## src/design/ftpp_pkg.sv

```systemverilog
// Package for the file transfer packet parser: transfer structs, control,
// TLV, item kind, packet kind and parse position codes. No dependencies.

package ftpp_pkg;

    typedef struct packed {
        logic [7:0] byte_value;
        logic       end_of_packet;
    } in_item_t;

    typedef struct packed {
        logic [1:0]  item_kind;
        logic [7:0]  data_byte;
        logic [1:0]  packet_kind;
        logic        malformed;
        logic        truncated_data;
        logic        sequence_mismatch;
        logic        size_field_mismatch;
        logic        byte_count_mismatch;
        logic [31:0] file_size;
        logic        last_of_run;
    } out_item_t;

    localparam logic [7:0] CODE_DATA  = 8'h01;
    localparam logic [7:0] CODE_START = 8'h02;
    localparam logic [7:0] CODE_END   = 8'h03;
    localparam logic [7:0] TLV_SIZE   = 8'h00;
    localparam logic [7:0] TLV_NAME   = 8'h01;

    localparam logic [1:0] ITEM_PAYLOAD = 2'd0;
    localparam logic [1:0] ITEM_NAME    = 2'd1;
    localparam logic [1:0] ITEM_STATUS  = 2'd2;

    localparam logic [1:0] PKT_START   = 2'd0;
    localparam logic [1:0] PKT_DATA    = 2'd1;
    localparam logic [1:0] PKT_END     = 2'd2;
    localparam logic [1:0] PKT_UNKNOWN = 2'd3;

    localparam logic [3:0] POS_CONTROL = 4'd0;
    localparam logic [3:0] POS_TYPE    = 4'd1;
    localparam logic [3:0] POS_LENGTH  = 4'd2;
    localparam logic [3:0] POS_VALUE   = 4'd3;
    localparam logic [3:0] POS_SEQ     = 4'd4;
    localparam logic [3:0] POS_LEN_HI  = 4'd5;
    localparam logic [3:0] POS_LEN_LO  = 4'd6;
    localparam logic [3:0] POS_PAYLOAD = 4'd7;
    localparam logic [3:0] POS_SKIP    = 4'd8;

endpackage

```

## src/design/file_transfer_packet_parser_core.sv

```systemverilog
// Top level of the file transfer packet parser: per-byte TLV parse state
// machine feeding a four-entry result queue. Depends on ftpp_pkg.
//
// Usage:
//   Input channel (in_valid / in_stall / in_data) carries one packet byte per
//   transfer with a last-byte mark. Output channel (out_valid / out_stall /
//   out_data) carries payload bytes, filename bytes and one status result on
//   the last byte of each handled packet.
//   Each byte is parsed in the cycle it is accepted; its zero, one or two
//   results enter a four-entry registered queue that drives out_data.
//   Throughput is one byte per cycle while the receiver keeps up; a byte
//   that makes two results (final filename or payload byte) fills two queue
//   entries. The queue accepts a byte while it holds at most two results, so
//   in_stall rises only when the receiver stalls long enough to back it up.
//   A stalled output result holds until taken.
//   Reset empties the queue and returns the parser to waiting for a START
//   packet with all counters cleared.
//   SIZE_BITS sets the width of the gathered size fields (8 to 64).

module file_transfer_packet_parser_core #(
    parameter int SIZE_BITS = 32
) (
    input  logic               clk,
    input  logic               rst_n,
    input  logic               in_valid,
    output logic               in_stall,
    input  ftpp_pkg::in_item_t in_data,
    output logic               out_valid,
    input  logic               out_stall,
    output ftpp_pkg::out_item_t out_data
);

    localparam int CMP_W = (SIZE_BITS > 32) ? SIZE_BITS : 32;

    logic                 active_reg, active_next;
    logic [3:0]           pos_reg, pos_next;
    logic [1:0]           class_reg, class_next;
    logic [7:0]           tlv_reg, tlv_next;
    logic [15:0]          remain_reg, remain_next;
    logic [7:0]           len_hi_reg, len_hi_next;
    logic [7:0]           seq_reg, seq_next;
    logic [SIZE_BITS-1:0] announced_reg, announced_next;
    logic [SIZE_BITS-1:0] parsed_reg, parsed_next;
    logic [31:0]          total_reg, total_next;
    logic [15:0]          pkt_count_reg, pkt_count_next;
    logic                 err_reg, err_next;

    ftpp_pkg::out_item_t byte_res, stat_res;
    logic                byte_vld, stat_vld;

    logic [SIZE_BITS+7:0] shift_val;
    logic [CMP_W-1:0]     parsed_ext, announced_ext, total_ext;
    logic [32:0]          sum;
    logic                 mal;
    logic                 trunc;
    logic [7:0]           b;
    logic                 in_xfer;

    assign in_xfer = in_valid && !in_stall;
    assign b       = in_data.byte_value;

    always_comb
    begin
        active_next    = active_reg;
        pos_next       = pos_reg;
        class_next     = class_reg;
        tlv_next       = tlv_reg;
        remain_next    = remain_reg;
        len_hi_next    = len_hi_reg;
        seq_next       = seq_reg;
        announced_next = announced_reg;
        parsed_next    = parsed_reg;
        total_next     = total_reg;
        pkt_count_next = pkt_count_reg;
        err_next       = err_reg;
        byte_vld       = 1'b0;
        stat_vld       = 1'b0;
        byte_res       = '0;
        stat_res       = '0;
        shift_val      = {parsed_reg, b};
        mal            = 1'b0;
        trunc          = 1'b0;
        sum            = '0;
        parsed_ext     = '0;
        announced_ext  = CMP_W'(announced_reg);
        total_ext      = CMP_W'(total_reg);

        case (pos_reg)
            ftpp_pkg::POS_CONTROL:
            begin
                if (!active_reg)
                begin
                    if (b == ftpp_pkg::CODE_START)
                    begin
                        class_next  = ftpp_pkg::PKT_START;
                        parsed_next = '0;
                        pos_next    = ftpp_pkg::POS_TYPE;
                    end
                    else
                    begin
                        pos_next = ftpp_pkg::POS_SKIP;
                    end
                end
                else if (b == ftpp_pkg::CODE_DATA)
                begin
                    class_next     = ftpp_pkg::PKT_DATA;
                    err_next       = 1'b0;
                    pkt_count_next = '0;
                    remain_next    = '0;
                    seq_next       = seq_reg + 8'd1;
                    pos_next       = ftpp_pkg::POS_SEQ;
                end
                else if (b == ftpp_pkg::CODE_END)
                begin
                    class_next  = ftpp_pkg::PKT_END;
                    parsed_next = '0;
                    pos_next    = ftpp_pkg::POS_TYPE;
                end
                else
                begin
                    class_next = ftpp_pkg::PKT_UNKNOWN;
                    pos_next   = ftpp_pkg::POS_SKIP;
                end
            end
            ftpp_pkg::POS_TYPE:
            begin
                tlv_next = b;
                pos_next = ftpp_pkg::POS_LENGTH;
            end
            ftpp_pkg::POS_LENGTH:
            begin
                remain_next = {8'd0, b};
                pos_next    = (b != 8'd0) ? ftpp_pkg::POS_VALUE : ftpp_pkg::POS_TYPE;
            end
            ftpp_pkg::POS_VALUE:
            begin
                if (tlv_reg == ftpp_pkg::TLV_SIZE)
                begin
                    parsed_next = shift_val[SIZE_BITS-1:0];
                end
                else if (tlv_reg == ftpp_pkg::TLV_NAME)
                begin
                    byte_vld              = 1'b1;
                    byte_res.item_kind    = ftpp_pkg::ITEM_NAME;
                    byte_res.data_byte    = b;
                    byte_res.packet_kind  = class_reg;
                end
                remain_next = remain_reg - 16'd1;
                if (remain_next == 16'd0)
                begin
                    pos_next = ftpp_pkg::POS_TYPE;
                end
            end
            ftpp_pkg::POS_SEQ:
            begin
                if (b != (seq_reg - 8'd1))
                begin
                    err_next = 1'b1;
                end
                pos_next = ftpp_pkg::POS_LEN_HI;
            end
            ftpp_pkg::POS_LEN_HI:
            begin
                len_hi_next = b;
                pos_next    = ftpp_pkg::POS_LEN_LO;
            end
            ftpp_pkg::POS_LEN_LO:
            begin
                remain_next = {len_hi_reg, b};
                pos_next    = ftpp_pkg::POS_PAYLOAD;
            end
            ftpp_pkg::POS_PAYLOAD:
            begin
                if (remain_reg != 16'd0)
                begin
                    byte_vld             = 1'b1;
                    byte_res.item_kind   = ftpp_pkg::ITEM_PAYLOAD;
                    byte_res.data_byte   = b;
                    byte_res.packet_kind = class_reg;
                    remain_next          = remain_reg - 16'd1;
                    pkt_count_next       = pkt_count_reg + 16'd1;
                end
            end
            default:
            begin
            end
        endcase

        parsed_ext = CMP_W'(parsed_next);

        if (in_data.end_of_packet)
        begin
            if (pos_next >= ftpp_pkg::POS_TYPE && pos_next <= ftpp_pkg::POS_VALUE)
            begin
                mal                = (pos_next != ftpp_pkg::POS_TYPE);
                stat_vld           = 1'b1;
                stat_res.item_kind = ftpp_pkg::ITEM_STATUS;
                stat_res.malformed = mal;
                stat_res.file_size = parsed_ext[31:0];
                if (class_next == ftpp_pkg::PKT_START)
                begin
                    stat_res.packet_kind = ftpp_pkg::PKT_START;
                    if (!mal)
                    begin
                        active_next    = 1'b1;
                        announced_next = parsed_next;
                        total_next     = '0;
                        seq_next       = '0;
                    end
                end
                else
                begin
                    stat_res.packet_kind         = ftpp_pkg::PKT_END;
                    stat_res.size_field_mismatch = (parsed_next != announced_reg);
                    stat_res.byte_count_mismatch = (total_ext != announced_ext);
                    active_next                  = 1'b0;
                end
            end
            else if (pos_next >= ftpp_pkg::POS_SEQ && pos_next <= ftpp_pkg::POS_PAYLOAD)
            begin
                trunc = !(pos_next == ftpp_pkg::POS_PAYLOAD && remain_next == 16'd0);
                if (!trunc)
                begin
                    sum        = {1'b0, total_reg} + {17'd0, pkt_count_next};
                    total_next = sum[32] ? 32'hFFFF_FFFF : sum[31:0];
                end
                stat_vld                   = 1'b1;
                stat_res.item_kind         = ftpp_pkg::ITEM_STATUS;
                stat_res.packet_kind       = ftpp_pkg::PKT_DATA;
                stat_res.truncated_data    = trunc;
                stat_res.sequence_mismatch = err_next;
                stat_res.file_size         = total_next;
            end
            else if (active_reg)
            begin
                stat_vld             = 1'b1;
                stat_res.item_kind   = ftpp_pkg::ITEM_STATUS;
                stat_res.packet_kind = ftpp_pkg::PKT_UNKNOWN;
                stat_res.file_size   = total_reg;
            end
            pos_next = ftpp_pkg::POS_CONTROL;
        end

        byte_res.last_of_run = !stat_vld;
        stat_res.last_of_run = 1'b1;
    end

    always_ff @(posedge clk or negedge rst_n)
    begin
        if (!rst_n)
        begin
            active_reg    <= 1'b0;
            pos_reg       <= ftpp_pkg::POS_CONTROL;
            class_reg     <= '0;
            tlv_reg       <= '0;
            remain_reg    <= '0;
            len_hi_reg    <= '0;
            seq_reg       <= '0;
            announced_reg <= '0;
            parsed_reg    <= '0;
            total_reg     <= '0;
            pkt_count_reg <= '0;
            err_reg       <= 1'b0;
        end
        else if (in_xfer)
        begin
            active_reg    <= active_next;
            pos_reg       <= pos_next;
            class_reg     <= class_next;
            tlv_reg       <= tlv_next;
            remain_reg    <= remain_next;
            len_hi_reg    <= len_hi_next;
            seq_reg       <= seq_next;
            announced_reg <= announced_next;
            parsed_reg    <= parsed_next;
            total_reg     <= total_next;
            pkt_count_reg <= pkt_count_next;
            err_reg       <= err_next;
        end
    end

    // result queue
    ftpp_pkg::out_item_t q_reg [4];
    logic [1:0]          wr_ptr_reg, wr_ptr_next;
    logic [1:0]          rd_ptr_reg, rd_ptr_next;
    logic [2:0]          count_reg, count_next;
    logic                push0, push1, pop;
    ftpp_pkg::out_item_t wdata0, wdata1;
    logic [1:0]          wr_ptr_p1;

    assign push0     = in_xfer && (byte_vld || stat_vld);
    assign push1     = in_xfer && byte_vld && stat_vld;
    assign wdata0    = byte_vld ? byte_res : stat_res;
    assign wdata1    = stat_res;
    assign wr_ptr_p1 = wr_ptr_reg + 2'd1;
    assign pop       = out_valid && !out_stall;

    assign out_valid = (count_reg != 3'd0);
    assign out_data  = q_reg[rd_ptr_reg];
    assign in_stall  = (count_reg > 3'd2);

    always_comb
    begin
        wr_ptr_next = wr_ptr_reg + {1'b0, push0} + {1'b0, push1};
        rd_ptr_next = rd_ptr_reg + {1'b0, pop};
        count_next  = count_reg + {2'd0, push0} + {2'd0, push1} - {2'd0, pop};
    end

    always_ff @(posedge clk or negedge rst_n)
    begin
        if (!rst_n)
        begin
            wr_ptr_reg <= '0;
            rd_ptr_reg <= '0;
            count_reg  <= '0;
        end
        else
        begin
            wr_ptr_reg <= wr_ptr_next;
            rd_ptr_reg <= rd_ptr_next;
            count_reg  <= count_next;
        end
    end

    always_ff @(posedge clk)
    begin
        for (int i = 0; i < 4; i++)
        begin
            if (push0 && wr_ptr_reg == 2'(i))
            begin
                q_reg[i] <= wdata0;
            end
            else if (push1 && wr_ptr_p1 == 2'(i))
            begin
                q_reg[i] <= wdata1;
            end
        end
    end

endmodule

```

## config.mk

```make
export PLATFORM = sky130hd
export DESIGN_NAME = file_transfer_packet_parser_core
export DESIGN_NICKNAME = d
export VERILOG_FILES = /design/src/design/ftpp_pkg.sv /design/src/design/file_transfer_packet_parser_core.sv
export SDC_FILE = /design/constraint.sdc
export NUM_CORES = 1
export LEC_CHECK = 0
export ABC_CLOCK_PERIOD_IN_PS = 6840
export BUFFER_PORTS_ARGS = -buffer_cell sky130_fd_sc_hd__buf_2
export CAP_MARGIN = 30
export CORE_MARGIN = 4
export CORE_UTILIZATION = 40
export CTS_CLUSTER_SIZE = 25
export DETAILED_ROUTE_END_ITERATION = 12
export PLACE_DENSITY_LB_ADDON = 0.2
export SETUP_SLACK_MARGIN = 0.4
export SLEW_MARGIN = 5
export SYNTH_ARGS = -nofsm -noshare
export SYNTH_HDL_FRONTEND = slang
export SYNTH_SLANG_ARGS = --single-unit
```

## constraint.sdc

```tcl
create_clock -name clk -period 6.84 [get_ports clk]
set_input_delay 0.342 -clock clk [delete_from_list [all_inputs] [get_ports clk]]
set_output_delay 0.342 -clock clk [all_outputs]
set_load 0.01 [all_outputs]
```

==> results.cfg, run 1 <==
[outcome]
status = finished clean

[yosys]
syn_inst = 2161
async_flop_share = 0.4550
synth_cell_types = 79
synth-seq-cells = 367
ys_seq_area_frac = 0.4773
yosys_warnings = 0
synth_edf_count = 190
syn_area_per_cell_sq_um = 9.776
synth_flop_cell = edfxtp_1
synth_nets = 2203
syn_area_sq_mm = 0.02113

[layout]
final.fill_count = 4874
drive_gt1_frac = 0.1361
area.growth.synth_to_final_pct = 11.73
largest_register_ff_count = 200
antenna_cells = 0
fin_nets = 2185
finalInstanceArea_sq_mm = 0.02360
stdcell_count = 2855

[die]
dieArea_sq_mm = 0.05656
core_sq_mm = 0.05182
start_util = 0.4077
pin_count = 65
num_rows = 83
fp.dieW_um = 237.8
die_height_um = 237.8

[worst_setup_path]
cp.arrival_ns = 6.30
endpoint_kind = flop
path_max_fanout = 17
cpMaxStageDelayCell = nor4_4
crit_top_cell = nand2_1
reg2reg_to = q_reg[1][19]$_DFFE_PP_
r2r_start = pos_reg[3]$_DFFE_PN0P_
path_buf_inv = 1
cp.required_ns = 7.14
cp-start-kind = flop
worst-setup-path-type = flop to flop
r2r_slack_ns = 0.84
crit_family = simple AND/OR/NAND/NOR gates
r2r_cells = 18
cp_slowest_stage_delay_ns = 0.62
cp_cell_sequence = nor4_4 -> and3_1 -> nand2_1 -> nand2_1 -> o21ai_0 -> nand2_1 -> o21ai_0 -> ha_1 -> fa_1 -> a21oi_1 -> o211ai_1 -> a311oi_1 -> or2_2 -> nor2_1 -> a21oi_2 -> buf_4 -> a31o_2 -> nor2_1

[clock_tree]
path_clk_slew_ns = 0.06
cts_setup_buffers = 0
cts.sinks = 367
cts_tree = yes
cts_buffers = 42
cts_root_buf = clkbuf_16
ctsLongestPathBuffers = 3
clock_latency_ns = 0.58
htreeDepth = 2

[detailed_routing]
post_drt_wl_per_cell_um = 24.44
first_pass_iters = 5
drc = 0
drt-vias-per-instance = 6.111
drt-total-wl_um = 69770
detail-route-antenna-nets = 0
via_count = 17450
drt_iter0_markers = 1640

[timing]
slew_headroom = 0.3179
drv_slew = 0
fin_worst_skew_ns = 0.02708
layout_min_cycle_time_ns = 6.002
tightestPinTransition_ns = 1.016
finalCritPeriodShare = 0.8775
setup_viol = 0
fmax_ghz = 0.1666
finalHoldViolCount = 0
rsz0062_at_grt = no
fin_setup_tns_ns = 0
hold_ws_ns = 0.2072

[global_route]
grt_max_degree = 66
grt_pass1_vias = 16720
grt_pass1_wl_um = 106900
antenna_found_initial = 1
grt-ovfl-total = 0
grtUsageTotal = 0.2429

[min_path]
min_to = parsed_reg[4]$_DFFE_PN0P_
min_path_type = input pin to flop
whs_path_depth = 2
hold_start = in_data[5]

[flow_run]
cap_violations = 0

[power]
power_density_mw_per_mm2 = 345.4
cellLeakagePower_nw = 9.178
total_power_mw = 8.152
ir_worst_vdd_mv = 0.1783

[place]
io_buffers = 64
place_area_sq_mm = 0.02212
dp_cells = 2774
gp_congestion = 0.9353
dp_hpwl_um = 48860
==> final cells by class <==
cell class                 instances  area (sq um)  area share
inverter                          44         165.2    0.006997
tap                              680         850.8     0.03605
clock buffer                      53          1174     0.04972
sequential                       367         10090      0.4275
clock inverter                    23         232.7    0.009860
multi-input combinational       1567         10290      0.4359
timing repair buffer             121         802.0     0.03398
==> layer usage <==
layer,vias up,track usage,wire [um],share of wire
met5,-,0,12,0.00017
met4,2,0.07909,2292,0.033
met3,132,0.03548,4142,0.059
met2,661,0.3950,33170,0.48
met1,8707,0.3372,30150,0.43
li1,7946,-,-,-
==> cell families after synthesis <==
kind of cell | Yosys count | share of synthesized area
simple gates | 806 | 0.1786
compound gates | 534 | 0.1660
flops | 367 | 0.4773
buf+inv | 227 | 0.04169
xor+xnor | 115 | 0.04768
mux | 83 | 0.07012
fa+ha+maj | 29 | 0.01860
==> placed cells by master, fill, tap and decap left out, drive strengths merged, types with 44 or more instances in the layout <==
cell,instances
edfxtp,190
dfrtp,167
buf,119
xor2,64
a21oi,127
xnor2,51
o21ai,129
clkbuf,54
inv,44
nand2,224
nor3,48
nor2,296
mux4,50
==> worst max path at each step <==
stage / from / endpoint / slack [ns] / depth (start not counted)
2_1_floorplan: remain_reg[4]$_DFFE_PN0P_ / q_reg[0][23]$_DFFE_PP_ / 1.81 / 21
3_3_place_gp: remain_reg[5]$_DFFE_PN0P_ / q_reg[1][26]$_DFFE_PP_ / 0.64 / 19
3_5_place_dp: pos_reg[3]$_DFFE_PN0P_ / q_reg[0][19]$_DFFE_PP_ / 0.90 / 18
4_1_cts: pos_reg[3]$_DFFE_PN0P_ / q_reg[1][18]$_DFFE_PP_ / 0.85 / 18
5_1_grt: pos_reg[3]$_DFFE_PN0P_ / q_reg[1][19]$_DFFE_PP_ / 0.52 / 18
6_report: pos_reg[3]$_DFFE_PN0P_ / q_reg[1][19]$_DFFE_PP_ / 0.84 / 18
==> synth_stat cells (all sizes together), types with 14 or more instances <==
cell    instances  share of area
mux4           50          0.053
buf            18         0.0043
nand4          21         0.0062
a31oi          42          0.012
nor3b          14         0.0050
xnor2          51          0.021
a21oi         127          0.030
edfxtp        190           0.27
nand2         224          0.040
nand3          42         0.0099
ha             25          0.015
o31ai          21         0.0075
a211oi         37          0.013
nor3           48          0.011
nor4           33          0.010
inv            44         0.0078
o21ai         129          0.031
xor2           64          0.027
dfrtp         167           0.20
a22o           36          0.015
a221o          14         0.0066
and3           34          0.010
clkbuf        165          0.030
mux2           20          0.011
nor2          296          0.053
==> what timing repair did <==
item | in CTS | in global routing
endpoints found under the setup margin | 0 | 55
hold buffers | 1 | 0
resized for setup | 0 | 3
hold endpoints to repair | 40 | 0
==> through the flow <==
step             util  setup WS (ns)
5_1_grt        0.4555         0.5224
6_report       0.4555         0.8378
3_5_place_dp   0.4269         0.8962
2_1_floorplan       -          1.807
4_1_cts        0.4543         0.8451
3_3_place_gp   0.4263         0.6400
==> where the power goes <==
part	internal, mW	leakage, nW	switching [mW]	total [mW]
registers	2.60	4.04	0.400	3.00
clock network	1.37	0.679	0.959	2.33
logic	1.13	4.46	1.69	2.82
total	5.10	9.18	3.05	8.15
==> worst reg2reg max path, delay by kind of cell (launching register included) <==
| family | cells | cell delay, ns |
|---|---|---|
| buf+inv | 1 | 0.36 |
| fa+ha+maj | 2 | 0.71 |
| compound gates | 7 | 2.02 |
| simple gates | 8 | 2.05 |
| flops | 1 | 0.57 |
Note: power is estimated with default switching activity, not from simulation.
==> inputs of run 2 (changes only) <==
--- a/config.mk
+++ b/config.mk
@@ -15,2 +15,3 @@
 export PLACE_DENSITY_LB_ADDON = 0.2
+export RECOVER_POWER = 50
 export SETUP_SLACK_MARGIN = 0.4
==> constraint.sdc (replaced) <==
create_clock -name clk -period 6.84 [get_ports clk]
set_input_delay 1.71 -clock clk [delete_from_list [all_inputs] [get_ports clk]]
set_output_delay 1.71 -clock clk [all_outputs]
set_load 0.01 [all_outputs]
==> results.cfg, run 2 (synthesized netlist as in run 1, its figures left out) <==
[worst_setup_path]
cp_cell_sequence = clkbuf_1 -> clkbuf_1 -> and2_1 -> and2_0 -> buf_4 -> nor2_1 -> o32ai_1 -> a21oi_1 -> or4_1 -> o311ai_0 -> buf_4 -> nor2_1
path_max_fanout = 24
cp-start-kind = input pin
worst-setup-path-type = input pin to flop
r2r_start = remain_reg[0]$_DFFE_PN0P_
cp.arrival_ns = 6.63
r2r_slack_ns = 0.77
crit_path_start = in_data[2]
r2r_cells = 18
endpoint_kind = flop
cp.required_ns = 7.10
cp_slowest_stage_delay_ns = 1.11
cpMaxStageDelayCell = and2_0

[timing]
drv_slew = 218
tightestPinTransition_ns = 3.428
rsz0062_at_grt = no
finalHoldViolCount = 0
layout_min_cycle_time_ns = 6.376
hold_ws_ns = 0.4521
fin_worst_skew_ns = 0.02758
slew_headroom = -1.286
finalCritPeriodShare = 0.9321
setup_viol = 0
fmax_ghz = 0.1568

[layout]
fin_nets = 2202
stdcell_count = 2875
area.growth.synth_to_final_pct = 11.48
antenna_cells = 0
largest_register_ff_count = 200
finalInstanceArea_sq_mm = 0.02355
final_cell_mix = nor2_1, nand2_1, edfxtp_1
final_common_cell = nor2_1
fin_util = 0.4545
drive_gt1_frac = 0.1107

[power]
pwr-share-seq = 0.370
power_density_mw_per_mm2 = 347.4
swShare = 0.3747
combinationalPowerShare = 0.337
ir_worst_vdd_mv = 0.1833
switchingPower_mw = 3.066
cellLeakagePower_nw = 9.096
internal-power_mw = 5.116
clkPwrFrac = 0.293

[min_path]
min_path_type = flop to flop
hold_start = q_reg[2][45]$_SDFFE_PP0P_
whs_path_depth = 2

[clock_tree]
cts.sinks = 367
ctsLongestPathBuffers = 3
cts_buffers = 43
cts_root_buf = clkbuf_16
cts_setup_buffers = 0
post_cts_resized = 0
clock_latency_ns = 0.60
path_clk_slew_ns = 0.06
htreeDepth = 2
cts_tree = yes
cts_hold_buf = 0

[detailed_routing]
post_drt_wl_per_cell_um = 24.67
drt_iter0_markers = 1813
drt-vias-per-instance = 6.129
via_count = 17620
drt-total-wl_um = 70940
first_pass_iters = 5
detail-route-antenna-nets = 0
drc = 0

[die]
num_rows = 83
pin_count = 65
start_util = 0.4077
core_sq_mm = 0.05182
die_height_um = 237.8
fp.dieW_um = 237.8
dieArea_sq_mm = 0.05656

[global_route]
grt_max_degree = 60
antenna_found_initial = 1
grt_pass1_wl_um = 108500
grtUsageTotal = 0.2465
grt-ovfl-total = 0
grt_pass1_vias = 17040

[place]
dp_hpwl_um = 49750
place_area_sq_mm = 0.02227
gp_congestion = 0.9549
dp_cells = 2794
io_buffers = 64

[outcome]
status = finished with violations
violations = max-capacitance violations, max-slew violations

[flow_run]
cap_violations = 7
## run 2: path summary, 6_finish.rpt
| path | end |
|---|---|
| worst max-delay path | q_reg[0][34]$_DFFE_PP_ |
| max in group asynchronous | rd_ptr_reg[1]$_DFF_PN0_ |
| worst min register to register | q_reg[2][45]$_SDFFE_PP0P_ |
| min in group asynchronous | pkt_count_reg[11]$_DFFE_PN0P_ |
| worst max register to register | q_reg[0][19]$_DFFE_PP_ |
| worst min-delay path | q_reg[2][45]$_SDFFE_PP0P_ |
## run 2: cell type report
class,count,area (sq um)
fill,4863,28270
clock buffer,55,1141
sequential,367,10090
clock inverter,25,314.1
multi-input combinational,1567,10250
timing repair buffer,137,748.2
tap,680,850.8
inverter,44,165.2
## run 2: power groups by stage
stage / Clock [mW] / Sequential, mW / Combinational [mW]
after floorplan: 0 / 2.77 / 2.08
after global placement: 0 / 3.06 / 2.77
after detailed placement: 0 / 3.07 / 2.80
after CTS: 2.44 / 3.03 / 2.81
after global routing: 2.53 / 3.07 / 3.03
final: 2.39 / 3.03 / 2.76
## run 2: per-stage QoR
stage | worst slack, ns | power [mW] | TNS [ns]
after global placement | -0.01372 | 5.826 | -0.01372
after global routing | 0.2514 | 8.632 | 0
after CTS | 0.6012 | 8.277 | 0
after detailed placement | -0.02330 | 5.867 | -0.04052
final | 0.4641 | 8.182 | 0
after floorplan | 0.4697 | 4.848 | 0
## run 2: per-layer routing
layer	vias up	part of all wire	track usage	wire (um)
li1	7972	-	-	-
met1	8830	0.42	0.3428	30070
met2	696	0.48	0.4006	33780
met3	121	0.069	0.03849	4889
met4	2	0.031	0.07573	2192
met5	-	0.00017	0	12
## run 2: critical path, delay by kind of cell
family	cells	cell delay (ns)
simple gates	5	2.18
buf+inv	4	1.52
compound gates	3	1.21
==> inputs of run 3 (changes only) <==
Settings changed: CTS_BUF_LIST set to sky130_fd_sc_hd__clkbuf_8, GPL_TIMING_DRIVEN set to 0.
==> results.cfg, run 3 (synthesized netlist as in run 1, its figures left out) <==
[detailed_routing]
drc = 0
post_drt_wl_per_cell_um = 24.88
first_pass_iters = 5
via_count = 18320
detail-route-antenna-nets = 0
drt_iter0_markers = 1903
drt-total-wl_um = 75810
drt-vias-per-instance = 6.013

[flow_run]
cap_violations = 2

[global_route]
grt_pass1_wl_um = 114200
antenna_found_initial = 2
grt-ovfl-total = 0
grtUsageTotal = 0.2639
grt_pass1_vias = 17770
grt_max_degree = 86

[worst_setup_path]
worst-setup-path-type = input pin to flop
cp.arrival_ns = 6.71
cp-start-kind = input pin
path_max_fanout = 10
endpoint_kind = flop
cp.required_ns = 7.19

[die]
fp.dieW_um = 237.8
dieArea_sq_mm = 0.05656
die_height_um = 237.8
core_sq_mm = 0.05182
num_rows = 83
pin_count = 65
start_util = 0.4077

[layout]
finalInstanceArea_sq_mm = 0.02399
antenna_cells = 0
fin_util = 0.4630
fin_nets = 2357
stdcell_count = 3047
final-seq-area_sq_mm = 0.01008
area.growth.synth_to_final_pct = 13.57
drive_gt1_frac = 0.1103
final_common_cell = nor2_1
multi_input_area_sq_mm = 0.01031
final.fill_count = 4964
final_cell_mix = nor2_1, nand2_1, clkbuf_1
largest_register_ff_count = 200

[power]
internal-power_mw = 4.913
switchingPower_mw = 3.198
clkPwrFrac = 0.265
ir_worst_vdd_mv = 0.1848
combinationalPowerShare = 0.390
power_density_mw_per_mm2 = 338.0
cellLeakagePower_nw = 9.242
swShare = 0.3943
pwr-share-seq = 0.345

[timing]
fin_setup_tns_ns = 0
rsz0062_at_grt = no
finalHoldViolCount = 0
setup_viol = 0
fin_worst_skew_ns = 0.04190
fmax_ghz = 0.1573
slew_headroom = -2.273
drv_slew = 108
finalCritPeriodShare = 0.9293
tightestPinTransition_ns = 4.910
layout_min_cycle_time_ns = 6.356

[clock_tree]
cts_buffers = 69
ctsLongestPathBuffers = 3
htreeDepth = 3
clock_latency_ns = 0.66
cts_root_buf = clkbuf_8
cts_hold_buf = 0
cts_tree = yes
path_clk_slew_ns = 0.06
cts.sinks = 367

[place]
gp_congestion = 0.9713
io_buffers = 60
dp_hpwl_um = 56360
dp_cells = 2918
place_area_sq_mm = 0.02255

[outcome]
violations = max-capacitance violations, max-slew violations
status = finished with violations

[min_path]
min_path_type = flop to flop
-- run 3: power by group through the flow --
stage	logic (mW)	registers, mW	clock network, mW
2_1_floorplan	2.08	2.77	0
3_3_place_gp	3.06	2.83	0
3_5_place_dp	3.15	2.83	0
4_1_cts	3.18	2.79	2.20
5_1_grt	3.44	2.82	2.30
6_report	3.16	2.80	2.15
-- run 3: area by class of cell --
type / count / share of cell area
Buffer: 183 / 0.03056
Inverter: 44 / 0.006883
Timing Repair Buffer: 83 / 0.02023
Tap cell: 680 / 0.03546
Clock inverter: 46 / 0.01283
Sequential cell: 367 / 0.4203
Clock buffer: 77 / 0.04417
Multi-Input combinational cell: 1567 / 0.4296
-- run 3: per-stage QoR --
| step | power, mW | setup WS [ns] | hold slack, ns |
|---|---|---|---|
| floorplan | 4.848 | 0.4697 | 0.4198 |
| global placement | 5.888 | -2.647 | 0.4314 |
| detailed placement | 5.985 | -1.922 | 0.4429 |
| CTS | 8.168 | 0.4130 | 0.4560 |
| global route | 8.560 | 0.1777 | 0.4829 |
| finish | 8.111 | 0.4838 | 0.4515 |
-- run 3: final timing paths --
path	cells past startpoint	slack [ns]	start	end
max reg2reg	23	0.80	remain_reg[0]$_DFFE_PN0P_	q_reg[1][1]$_DFFE_PP_
min in group asynchronous	1	2.80	rst_n	pkt_count_reg[11]$_DFFE_PN0P_
min reg2reg	2	0.45	q_reg[2][46]$_SDFFE_PP0P_	q_reg[2][46]$_SDFFE_PP0P_
min	2	0.45	q_reg[2][46]$_SDFFE_PP0P_	q_reg[2][46]$_SDFFE_PP0P_
max	22	0.48	in_data[7]	q_reg[0][10]$_DFFE_PP_
max in group asynchronous	1	1.20	rst_n	parsed_reg[23]$_DFFE_PN0P_
-- run 3: what timing repair did --
item | CTS | global route
pin swaps | 1 | 4
setup endpoints to repair | 160 | 129
cloned | 0 | 0
setup buffers | 1 | 3
resized for setup | 26 | 27
-- run 3: critical path: stages --
cell,delay (ns)
clkbuf_2,0.29
nor4_4,0.30
and3_1,0.20
clkbuf_2,0.24
nand2_1,0.23
nand2_1,0.31
o21ai_0,0.19
nand2_1,0.10
o21ai_0,0.13
ha_1,0.29
fa_1,0.46
a21oi_2,0.23
o211ai_1,0.20
a311oi_2,0.30
buf_4,0.17
or2_2,0.11
clkbuf_2,0.25
nor2_4,0.12
a21oi_1,0.19
buf_2,0.26
a221o_1,0.31
nor2_1,0.09
-- run 3: per-layer routing --
metal	global-route usage	wire, um	vias up
li1	-	-	8300
met1	0.3642	32800	9144
met2	0.4344	36190	735
met3	0.03895	4757	138
met4	0.07962	2023	4
met5	0	34	-
